File: src/hw/rtl/rim_pkg.sv
package rim_pkg;

	// field widths
	localparam int COORD_BITS = 12;
	localparam int COEF_BITS  = 16;
	localparam int OUT_BITS   = COORD_BITS - 1;

	// trig scale is a power of two, so the divide is a biased shift
	localparam int TRIG_SHIFT = 10;
	localparam int TRIG_SCALE = 1 << TRIG_SHIFT;

	// datapath widths
	localparam int DIFF_BITS = COORD_BITS + 1;
	localparam int PROD_BITS = COEF_BITS + DIFF_BITS;
	localparam int SUM_BITS  = PROD_BITS + 1;
	localparam int QUO_BITS  = SUM_BITS - TRIG_SHIFT;
	localparam int POS_BITS  = QUO_BITS + 1;

	// largest source size that still fits the output fields
	localparam int MAX_SIZE = 1 << OUT_BITS;

	// register file
	localparam int NUM_REGS  = 8;
	localparam int IDX_BITS  = $clog2(NUM_REGS);
	localparam int ADDR_BITS = IDX_BITS + 2;
	localparam int DATA_BITS = 32;

	typedef enum logic [IDX_BITS-1:0] {
		REG_COS_COEF     = 3'd0,
		REG_SIN_COEF     = 3'd1,
		REG_DST_CENTER_X = 3'd2,
		REG_DST_CENTER_Y = 3'd3,
		REG_SRC_CENTER_X = 3'd4,
		REG_SRC_CENTER_Y = 3'd5,
		REG_SRC_WIDTH    = 3'd6,
		REG_SRC_HEIGHT   = 3'd7
	} reg_idx_t;

	typedef struct packed {
		logic [COEF_BITS-1:0]  cos_coef;
		logic [COEF_BITS-1:0]  sin_coef;
		logic [COORD_BITS-1:0] dst_center_x;
		logic [COORD_BITS-1:0] dst_center_y;
		logic [COORD_BITS-1:0] src_center_x;
		logic [COORD_BITS-1:0] src_center_y;
		logic [COORD_BITS-1:0] src_width;
		logic [COORD_BITS-1:0] src_height;
	} rim_cfg_t;

endpackage

File: src/hw/rtl/rim_cfg_regs.sv
module rim_cfg_regs
	import rim_pkg::*;
(
	input  logic                 clk,
	input  logic                 arst_n,
	input  logic                 psel,
	input  logic                 penable,
	input  logic                 pwrite,
	input  logic [ADDR_BITS-1:0] paddr,
	input  logic [DATA_BITS-1:0] pwdata,
	output logic [DATA_BITS-1:0] prdata,
	output logic                 pready,
	output rim_cfg_t             cfg
);

	rim_cfg_t cfg_q;
	reg_idx_t idx;
	logic     wr_en;

	assign idx    = reg_idx_t'(paddr[ADDR_BITS-1:2]);
	assign wr_en  = psel && penable && pwrite;
	assign pready = 1'b1;
	assign cfg    = cfg_q;

	// register writes
	always_ff @(posedge clk or negedge arst_n) begin
		if (!arst_n) begin
			cfg_q.cos_coef     <= COEF_BITS'(TRIG_SCALE);
			cfg_q.sin_coef     <= '0;
			cfg_q.dst_center_x <= '0;
			cfg_q.dst_center_y <= '0;
			cfg_q.src_center_x <= '0;
			cfg_q.src_center_y <= '0;
			cfg_q.src_width    <= '0;
			cfg_q.src_height   <= '0;
		end else if (wr_en) begin
			unique case (idx)
				REG_COS_COEF:     cfg_q.cos_coef     <= pwdata[COEF_BITS-1:0];
				REG_SIN_COEF:     cfg_q.sin_coef     <= pwdata[COEF_BITS-1:0];
				REG_DST_CENTER_X: cfg_q.dst_center_x <= pwdata[COORD_BITS-1:0];
				REG_DST_CENTER_Y: cfg_q.dst_center_y <= pwdata[COORD_BITS-1:0];
				REG_SRC_CENTER_X: cfg_q.src_center_x <= pwdata[COORD_BITS-1:0];
				REG_SRC_CENTER_Y: cfg_q.src_center_y <= pwdata[COORD_BITS-1:0];
				REG_SRC_WIDTH:    cfg_q.src_width    <= pwdata[COORD_BITS-1:0];
				REG_SRC_HEIGHT:   cfg_q.src_height   <= pwdata[COORD_BITS-1:0];
				default: ;
			endcase
		end
	end

	// read mux
	always_comb begin
		unique case (idx)
			REG_COS_COEF:     prdata = DATA_BITS'(cfg_q.cos_coef);
			REG_SIN_COEF:     prdata = DATA_BITS'(cfg_q.sin_coef);
			REG_DST_CENTER_X: prdata = DATA_BITS'(cfg_q.dst_center_x);
			REG_DST_CENTER_Y: prdata = DATA_BITS'(cfg_q.dst_center_y);
			REG_SRC_CENTER_X: prdata = DATA_BITS'(cfg_q.src_center_x);
			REG_SRC_CENTER_Y: prdata = DATA_BITS'(cfg_q.src_center_y);
			REG_SRC_WIDTH:    prdata = DATA_BITS'(cfg_q.src_width);
			REG_SRC_HEIGHT:   prdata = DATA_BITS'(cfg_q.src_height);
			default:          prdata = '0;
		endcase
	end

endmodule

File: src/hw/rtl/rim_datapath.sv
module rim_datapath
	import rim_pkg::*;
(
	input  logic                         clk,
	input  logic                         arst_n,
	input  rim_cfg_t                     cfg,
	input  logic                         in_valid,
	output logic                         in_ready,
	input  logic signed [COORD_BITS-1:0] dest_col,
	input  logic signed [COORD_BITS-1:0] dest_row,
	output logic                         out_valid,
	input  logic                         out_ready,
	output logic                         in_range,
	output logic [OUT_BITS-1:0]          source_col,
	output logic [OUT_BITS-1:0]          source_row
);

	// stage valids and per-stage ready chain
	logic v_s1, v_s2, v_s3, v_s4, v_s5;
	logic rdy1, rdy2, rdy3, rdy4, rdy5;

	assign rdy5     = !v_s5 || out_ready;
	assign rdy4     = !v_s4 || rdy5;
	assign rdy3     = !v_s3 || rdy4;
	assign rdy2     = !v_s2 || rdy3;
	assign rdy1     = !v_s1 || rdy2;
	assign in_ready = rdy1;

	always_ff @(posedge clk or negedge arst_n) begin
		if (!arst_n) begin
			v_s1 <= 1'b0;
			v_s2 <= 1'b0;
			v_s3 <= 1'b0;
			v_s4 <= 1'b0;
			v_s5 <= 1'b0;
		end else begin
			if (rdy1) v_s1 <= in_valid;
			if (rdy2) v_s2 <= v_s1;
			if (rdy3) v_s3 <= v_s2;
			if (rdy4) v_s4 <= v_s3;
			if (rdy5) v_s5 <= v_s4;
		end
	end

	// stage 1: offsets from the destination centre
	logic signed [DIFF_BITS-1:0] dx_d, dy_d, dx_s1, dy_s1;

	assign dx_d = $signed({dest_col[COORD_BITS-1], dest_col})
		- $signed({cfg.dst_center_x[COORD_BITS-1], cfg.dst_center_x});
	assign dy_d = $signed({dest_row[COORD_BITS-1], dest_row})
		- $signed({cfg.dst_center_y[COORD_BITS-1], cfg.dst_center_y});

	always_ff @(posedge clk) begin
		if (rdy1 && in_valid) begin
			dx_s1 <= dx_d;
			dy_s1 <= dy_d;
		end
	end

	// stage 2: the four coefficient products
	logic signed [PROD_BITS-1:0] cx_d, cy_d, sx_d, sy_d;
	logic signed [PROD_BITS-1:0] cx_s2, cy_s2, sx_s2, sy_s2;

	always_comb begin
		cx_d = $signed(cfg.cos_coef) * dx_s1;
		cy_d = $signed(cfg.cos_coef) * dy_s1;
		sx_d = $signed(cfg.sin_coef) * dx_s1;
		sy_d = $signed(cfg.sin_coef) * dy_s1;
	end

	always_ff @(posedge clk) begin
		if (rdy2 && v_s1) begin
			cx_s2 <= cx_d;
			cy_s2 <= cy_d;
			sx_s2 <= sx_d;
			sy_s2 <= sy_d;
		end
	end

	// stage 3: rotated offsets, still scaled
	logic signed [SUM_BITS-1:0] row_sum_d, col_sum_d, row_sum_s3, col_sum_s3;

	assign row_sum_d = $signed({cy_s2[PROD_BITS-1], cy_s2})
		- $signed({sx_s2[PROD_BITS-1], sx_s2});
	assign col_sum_d = $signed({sy_s2[PROD_BITS-1], sy_s2})
		+ $signed({cx_s2[PROD_BITS-1], cx_s2});

	always_ff @(posedge clk) begin
		if (rdy3 && v_s2) begin
			row_sum_s3 <= row_sum_d;
			col_sum_s3 <= col_sum_d;
		end
	end

	// stage 4: divide toward zero, then add the source centre
	logic [SUM_BITS-1:0]         row_bias, col_bias;
	logic [SUM_BITS-1:0]         row_adj, col_adj;
	logic [QUO_BITS-1:0]         row_quo, col_quo;
	logic signed [POS_BITS-1:0]  row_d, col_d, row_s4, col_s4;

	always_comb begin
		row_bias = row_sum_s3[SUM_BITS-1] ? SUM_BITS'(TRIG_SCALE - 1) : '0;
		col_bias = col_sum_s3[SUM_BITS-1] ? SUM_BITS'(TRIG_SCALE - 1) : '0;
		row_adj  = row_sum_s3 + row_bias;
		col_adj  = col_sum_s3 + col_bias;
		row_quo  = row_adj[SUM_BITS-1:TRIG_SHIFT];
		col_quo  = col_adj[SUM_BITS-1:TRIG_SHIFT];
		row_d    = $signed({row_quo[QUO_BITS-1], row_quo})
			+ $signed({{(POS_BITS-COORD_BITS){cfg.src_center_y[COORD_BITS-1]}},
				cfg.src_center_y});
		col_d    = $signed({col_quo[QUO_BITS-1], col_quo})
			+ $signed({{(POS_BITS-COORD_BITS){cfg.src_center_x[COORD_BITS-1]}},
				cfg.src_center_x});
	end

	always_ff @(posedge clk) begin
		if (rdy4 && v_s3) begin
			row_s4 <= row_d;
			col_s4 <= col_d;
		end
	end

	// stage 5: bounds check against the clamped source size
	logic [COORD_BITS-1:0] w_lim, h_lim;
	logic                  col_ok, row_ok, ok_d;
	logic                  in_range_s5;
	logic [OUT_BITS-1:0]   source_col_s5, source_row_s5;

	always_comb begin
		w_lim  = (cfg.src_width > COORD_BITS'(MAX_SIZE)) ? COORD_BITS'(MAX_SIZE)
			: cfg.src_width;
		h_lim  = (cfg.src_height > COORD_BITS'(MAX_SIZE)) ? COORD_BITS'(MAX_SIZE)
			: cfg.src_height;
		col_ok = !col_s4[POS_BITS-1]
			&& (col_s4[POS_BITS-2:0] < (POS_BITS-1)'(w_lim));
		row_ok = !row_s4[POS_BITS-1]
			&& (row_s4[POS_BITS-2:0] < (POS_BITS-1)'(h_lim));
		ok_d   = col_ok && row_ok;
	end

	always_ff @(posedge clk) begin
		if (rdy5 && v_s4) begin
			in_range_s5   <= ok_d;
			source_col_s5 <= ok_d ? col_s4[OUT_BITS-1:0] : '0;
			source_row_s5 <= ok_d ? row_s4[OUT_BITS-1:0] : '0;
		end
	end

	assign out_valid  = v_s5;
	assign in_range   = in_range_s5;
	assign source_col = source_col_s5;
	assign source_row = source_row_s5;

endmodule

File: src/hw/rtl/rotate_inverse_coordinate_map.sv
// Maps each destination pixel (dest_col, dest_row) to a source pixel (truncated toward
// zero) under a rotation set by the cos_coef/sin_coef registers (scaled by 1024) about
// the programmed destination and source centres, with in_range low and zero coordinates
// for points outside the source size (sizes above 2048 count as 2048). One item is
// accepted every clock while in_ready is high; each item passes through a
// five-stage pipeline (centre offset, four 16x13 multiplies, sums, truncating divide plus
// source centre, bounds check) in which each stage advances on its own, so back-pressure
// on the output only stalls the input once every stage is full. Program the registers
// while no item is in flight.
module rotate_inverse_coordinate_map
	import rim_pkg::*;
(
	input  logic                         clk,
	input  logic                         arst_n,
	input  logic                         psel,
	input  logic                         penable,
	input  logic                         pwrite,
	input  logic [ADDR_BITS-1:0]         paddr,
	input  logic [DATA_BITS-1:0]         pwdata,
	output logic [DATA_BITS-1:0]         prdata,
	output logic                         pready,
	input  logic                         in_valid,
	output logic                         in_ready,
	input  logic signed [COORD_BITS-1:0] dest_col,
	input  logic signed [COORD_BITS-1:0] dest_row,
	output logic                         out_valid,
	input  logic                         out_ready,
	output logic                         in_range,
	output logic [OUT_BITS-1:0]          source_col,
	output logic [OUT_BITS-1:0]          source_row
);

	rim_cfg_t cfg;

	// configuration registers
	rim_cfg_regs u_cfg_regs (
		.clk     (clk),
		.arst_n  (arst_n),
		.psel    (psel),
		.penable (penable),
		.pwrite  (pwrite),
		.paddr   (paddr),
		.pwdata  (pwdata),
		.prdata  (prdata),
		.pready  (pready),
		.cfg     (cfg)
	);

	// coordinate pipeline
	rim_datapath u_datapath (
		.clk        (clk),
		.arst_n     (arst_n),
		.cfg        (cfg),
		.in_valid   (in_valid),
		.in_ready   (in_ready),
		.dest_col   (dest_col),
		.dest_row   (dest_row),
		.out_valid  (out_valid),
		.out_ready  (out_ready),
		.in_range   (in_range),
		.source_col (source_col),
		.source_row (source_row)
	);

`ifndef SYNTHESIS
	// an item outside the source carries zero coordinates
	a_zero_when_out: assert property (@(posedge clk) disable iff (!arst_n)
		(out_valid && !in_range) |-> (source_col == '0 && source_row == '0))
		else $error("out-of-range item with nonzero coordinates");

	// the input only stalls when the whole pipeline is backed up from the output
	a_stall_origin: assert property (@(posedge clk) disable iff (!arst_n)
		!in_ready |-> (out_valid && !out_ready))
		else $error("input stalled without output back-pressure");

	// a result held under back-pressure keeps its values
	a_hold_result: assert property (@(posedge clk) disable iff (!arst_n)
		(out_valid && !out_ready) |=> (out_valid && $stable(in_range)
			&& $stable(source_col) && $stable(source_row)))
		else $error("pending result changed before it was taken");
`endif

endmodule
File: config.mk
export PLATFORM = sky130hd
export DESIGN_NAME = rotate_inverse_coordinate_map
export DESIGN_NICKNAME = d
export VERILOG_FILES = /design/src/hw/rtl/rim_pkg.sv /design/src/hw/rtl/rim_cfg_regs.sv /design/src/hw/rtl/rim_datapath.sv /design/src/hw/rtl/rotate_inverse_coordinate_map.sv
export SDC_FILE = /design/constraint.sdc
export NUM_CORES = 2
export LEC_CHECK = 0
export BUFFER_PORTS_ARGS = -buffer_cell sky130_fd_sc_hd__buf_4
export CAP_MARGIN = 20
export CORE_UTILIZATION = 65
export DETAILED_ROUTE_END_ITERATION = 16
export PLACE_DENSITY_LB_ADDON = 0.25
export RECOVER_POWER = 25
export SETUP_SLACK_MARGIN = 0.05
export SYNTH_ARGS = -nofsm -noshare
export SYNTH_HDL_FRONTEND = slang
export SYNTH_SLANG_ARGS = --single-unit
File: constraint.sdc
create_clock -name clk -period 11.2 [get_ports clk]
set_clock_uncertainty 0.15 [all_clocks]
set_input_delay 0.56 -clock clk [delete_from_list [all_inputs] [get_ports clk]]
set_output_delay 0.56 -clock clk [all_outputs]
set_load 0.01 [all_outputs]
# --- Word level (Yosys, flattened, before mapping) ---
# Index checks and enable logic that the tools add are counted.
totals:
  ff_bits: 376
  in_bits: 68
  out_inout_bits: 58
  elab_cells: 85
classes:
  addsub: 8
  mul: 4
  magnitude_cmp: 4
  n_eq_ne: 7
  mux: 5
  reduce_logical: 31
ops:
  columns: ["cell", "count"]
  rows:
  - ["32-bit case mux with 8 select lines", 1]
  - ["16-bit by 13-bit multiplier with 29-bit output", 4]
  - ["30-bit by 10-bit adder with 30-bit output", 2]
  - ["20-bit by 12-bit adder with 21-bit output", 2]
  - ["20-bit by 12-bit less-than comparator with 1-bit output", 2]
  - ["29-bit by 29-bit adder with 30-bit output", 1]
  - ["29-bit by 29-bit subtractor with 30-bit output", 1]
  - ["12-bit by 12-bit subtractor with 13-bit output", 2]
  - ["12-bit > comparator, second input constant", 2]
  - ["12-bit 2-to-1 mux", 2]
  - ["10-bit 2-to-1 mux", 2]
  - ["2-bit AND reduction", 8]
  - ["3-bit == test, second input constant", 4]
  - ["1-bit logical AND", 10]
  - ["1-bit logical NOT", 7]
  - ["3-bit by 2-bit == test with 1-bit output, second input constant", 2]
  - ["1-bit logical OR", 5]
  - ["3-bit by 1-bit == test with 1-bit output, second input constant", 1]
  - ["3-bit logical NOT", 1]

# --- Logic depth before layout (Yosys ltp) ---
depth:
  ltp_word: 7
  depth_mapped: 25

# --- Cells and area by module ---
# A second synthesis with hierarchy kept.
unflattened:
  cells_unflattened: 5008
  hier_area_um2: 50457.1
by_module_without_submodules:
  columns: ["mod", "n_inst", "cells_per_inst", "area_per_inst_um2"]
  rows:
  - ["rim_datapath", 1, 4643, 45496.1]
  - ["rim_cfg_regs", 1, 365, 4961.0]

# --- Least setup slack after synthesis ---
# Ideal clock, no wire load.
synth_path:
  path_type: "register to register"
  from: "reg u_cfg_regs.cfg_q, in the netlist u_cfg_regs.cfg[98]"
  to: "reg u_datapath.cy_s2[28], data pin"
  arrival_time_ns: 5.951
  setup_slack_ns: 4.839
  stages_incl_launch_ff: 22
  cell_sequence: "dfstp_2 clkbuf_1 clkbuf_1 and2_1 fa_1 inv_1 fa_1 inv_1 fa_1 fa_1 fa_1 fa_1 ha_1 inv_1 a21o_1 or4b_4 o211a_4 a211oi_4 a2111o_1 a21o_1 a21oi_1 xnor2_1"
synth_between:
  elab_chain_cells: 1
synth_lines:
  columns: ["item", "line", "text"]
  rows:
  - ["start, declared", "rim_cfg_regs.sv:16", "rim_cfg_t cfg_q;"]
  - ["16-bit by 13-bit multiplier with 29-bit output", "rim_datapath.sv:66", "cy_d = $signed(cfg.cos_coef) * dy_s1;"]
  - ["via u_datapath.cy_d[28]", "rim_datapath.sv:61", "logic signed [PROD_BITS-1:0] cx_d, cy_d, sx_d, sy_d;"]
  - ["end signal, assigned", "rim_datapath.sv:74", "cy_s2 <= cy_d;"]
  - ["end, declared", "rim_datapath.sv:62", "logic signed [PROD_BITS-1:0] cx_s2, cy_s2, sx_s2, sy_s2;"]
# The timed path passes the listed nets, and every way through them passes these cells.
# A chain may end at the register's enable or synchronous reset.

# --- Worst setup path after layout ---
layout_path:
  from: "reg u_datapath.dx_s1[0]"
  to: "reg u_datapath.sx_s2[28], data pin"
layout_between:
  elab_chain_cells: 1
layout_lines:
  columns: ["item", "line", "text"]
  rows:
  - ["start, declared", "rim_datapath.sv:46", "logic signed [DIFF_BITS-1:0] dx_d, dy_d, dx_s1, dy_s1;"]
  - ["start signal, assigned", "rim_datapath.sv:55", "dx_s1 <= dx_d;"]
  - ["16-bit by 13-bit multiplier with 29-bit output", "rim_datapath.sv:67", "sx_d = $signed(cfg.sin_coef) * dx_s1;"]
  - ["via u_datapath.sx_d[28]", "rim_datapath.sv:61", null]
  - ["end signal, assigned", "rim_datapath.sv:75", "sx_s2 <= sx_d;"]
  - ["end, declared", "rim_datapath.sv:62", null]
# The timed path passes the listed nets, and every way through them passes these cells.

==> metrics <==
number of global-route vias before repair=37434; max-slew violation count=330; P&R area growth vs syn=5.948%; Crit path depth=17; Synth Register Bits=376; CP top delay family=adder cells; total routed wirelength=121000 um; status=finished, violations left; post-route insts no fill=6125; Reg-to-Reg Start=u_datapath.dx_s1[0]$_DFFE_PP_; leading post-synthesis cells by cell area=fa_1 (31%), edfxtp_1 (16%), ha_1 (11%); post-CTS sizing=0; initial core utilization=66.03%; Final min period=7.300 ns; Buf/Inv on CP=4; required time of the critical path=11.38 ns; top_reg_cell synth=edfxtp_1; Setup CP Type=reg -> reg; number of port buffers=90; crit-path max FO=32; Detail Route Antenna Nets=0; clock edge transition at the registers on the reported setup and hold paths=0.06 ns; worst slew pin tran=4.207 ns; drt initial violations=2817; Reg-to-Reg End=u_datapath.sx_s2[28]$_DFFE_PP_; CP peak stage delay=1.29 ns; TritonCTS Buffers=42; Synth top area share=31.22%; initial antenna violation count=4; Die Y=280.5 um; CP Capture Type=register; Post-synth EDFFs=267; first-pass GRT wire length=196100 um; Syn Inst Count=5057; final setup vio count=0; largest net degree at the start of global routing=79; Placeable Area=76330 um^2; most frequent cells after synthesis=inv_1 (877), fa_1 (786), nand2_1 (551); Root Driver=clkbuf_16; All-Layer GR Usage=32.24%; CTS Sinks=376; Avg Inst Size Synth=9.967 um^2; Placed Cells incl. Taps=6040; Nets=6367; R2R setup slack=3.90 ns; CP endpoint=u_datapath.sx_s2[28]$_DFFE_PP_; setup tns final=0 ns; Worst path slowest cell=clkbuf_1; dominant cell type by area after synthesis=fa_1; DRT Pass-1 Iters=9; # fillers=5790; share of layout cells above drive strength 1=6.245%; WHS=0.03175 ns; worst hold path depth=2; final hold vios=0; RSZ-0062 raised after global routing=no; period utilization=65.18%; via count=35833; grt ovf=0; Setup crit start=u_datapath.dx_s1[0]$_DFFE_PP_; Rel. slew slack=-180.5%; CTS H-tree lvls=2; Hold Crit Class=in -> reg; TritonCTS clock tree=yes; Clk Latency, worst-skew pair=0.59 ns; Syn Std Cell Area=50400 um^2; worst-path cell chain=clkbuf_1 -> nand2_1 -> fa_1 -> inv_1 -> fa_1 -> inv_1 -> fa_1 -> inv_1 -> fa_1 -> ha_1 -> ha_1 -> and3_1 -> a221o_1 -> a221o_1 -> a211oi_1 -> or3_1 -> nand3_1; RD Place Congestion=0.9389; number of vias per cell=5.850; Seq/Total Area, Yosys=21.32%; count leader, synth=inv_1; Synth async-reset ratio=28.99%; Worst R2R Path Depth=17; fmax=137.0 MHz; failing checks=max-capacitance violations, max-slew violations; multi-input logic area=35540 um^2; synth unique cells=83; WL/cell=19.76 um; die area=78660 um^2; num rows=101; num ports=126; clk buf depth=3; most frequent CP cell=fa_1; CP Launch Type=register; DRC viols=0; area taken by flip-flops and latches=10750 um^2; Horiz. Die Dim=280.5 um; Syn. warnings=0; max-cap violations=7; HPWL Detailed=90710 um; worst endpoint data arrival time=7.48 ns
-- cells in the final DEF (no fill, tap or decap), drive strengths merged, types with 45 or more instances in the layout --
| master | Yosys | layout |
|---|---|---|
| inv | 877 | 881 |
| fa | 786 | 786 |
| nand2 | 551 | 551 |
| ha | 454 | 454 |
| and2 | 396 | 396 |
| edfxtp | 267 | 267 |
| nor2 | 227 | 227 |
| xnor2 | 183 | 183 |
| a21oi | 155 | 155 |
| o21ai | 125 | 125 |
| buf | 25 | 121 |
| dfrtp | 108 | 108 |
| clkbuf | 191 | 91 |
| mux2 | 90 | 90 |
| a21o | 72 | 72 |
| xor2 | 56 | 56 |
| nand3 | 51 | 51 |
| nor3 | 48 | 48 |
| nand2b | 45 | 45 |
-- worst reg2reg max path, delay by kind of cell (launching register included) --
kind            cells  cell delay, ns
flops               1            0.32
buf+inv             4            1.61
simple gates        4            0.96
fa+ha+maj           6            2.90
compound gates      3            1.12
-- registers in the layout (all words and copies together) (netlist names), 11 cells and up --
register / cells
u_datapath.row_s4: 21
u_datapath.dx_s1: 13
u_datapath.source_col: 11
u_datapath.cy_s2: 29
u_cfg_regs.cfg: 104
u_datapath.sy_s2: 29
u_datapath.source_row: 11
u_datapath.dy_s1: 13
u_datapath.cx_s2: 29
u_datapath.sx_s2: 29
u_datapath.row_sum_s3: 30
u_datapath.col_sum_s3: 30
u_datapath.col_s4: 21
-- final cells by class --
type | count | share of cell area, %
sequential | 376 | 20.13
antenna | 3 | 0.01406
inverter | 878 | 6.172
clock inverter | 23 | 0.5014
clock buffer | 54 | 2.231
multi-input combinational | 3602 | 66.55
timing repair buffer | 159 | 1.989
tap | 1030 | 2.413
-- worst min path at each step --
stage | from | to | slack [ns]
final | in_valid | u_datapath.v_s1$_DFFE_PN0N_ | 0.03
after global routing | in_valid | u_datapath.v_s1$_DFFE_PN0N_ | 0.02
after CTS | in_valid | u_datapath.v_s1$_DFFE_PN0N_ | 0.02
after detailed placement | u_datapath.v_s1$_DFFE_PN0N_ | u_datapath.v_s2$_DFFE_PN0P_ | 0.32
after global placement | u_datapath.v_s2$_DFFE_PN0P_ | u_datapath.v_s3$_DFFE_PN0P_ | 0.31
after floorplan | arst_n | u_cfg_regs.cfg[0]$_DFFE_PN0P_ | 0.11
-- routing by layer --
layer,GRT usage (%),share of wire [%]
met1,41.49,38
met2,52.32,47
met3,4.647,8.3
met4,18.75,6.7
met5,0,0
-- per-stage QoR --
step	instance area, um^2	util (%)	setup slack, ns
final	53400	69.96	3.900
after global routing	53390	69.95	3.510
after CTS	53510	70.10	4.266
after detailed placement	52040	68.17	4.306
after global placement	52040	68.17	4.431
after floorplan	50460	-	4.839
-- logic make-up after synthesis --
family                     synth area share [%]
AOI/OAI and AO/OA                         7.331
muxes                                     2.552
and+or+nand+nor                           13.85
DFF                                       21.32
adders and majority gates                 42.49
other                                   0.01490
buffers and inverters                     8.282
xor gates and xnor gates                  4.153
-- what timing repair did --
action	4_1_cts	5_1_grt
buffers inserted	0	0
hold buffers	1	0
endpoints found under the setup margin	0	0
hold endpoints to repair	31	0
Power is not shown: default switching activity piles up to over one toggle a cycle in this logic, so the estimate is an artifact.
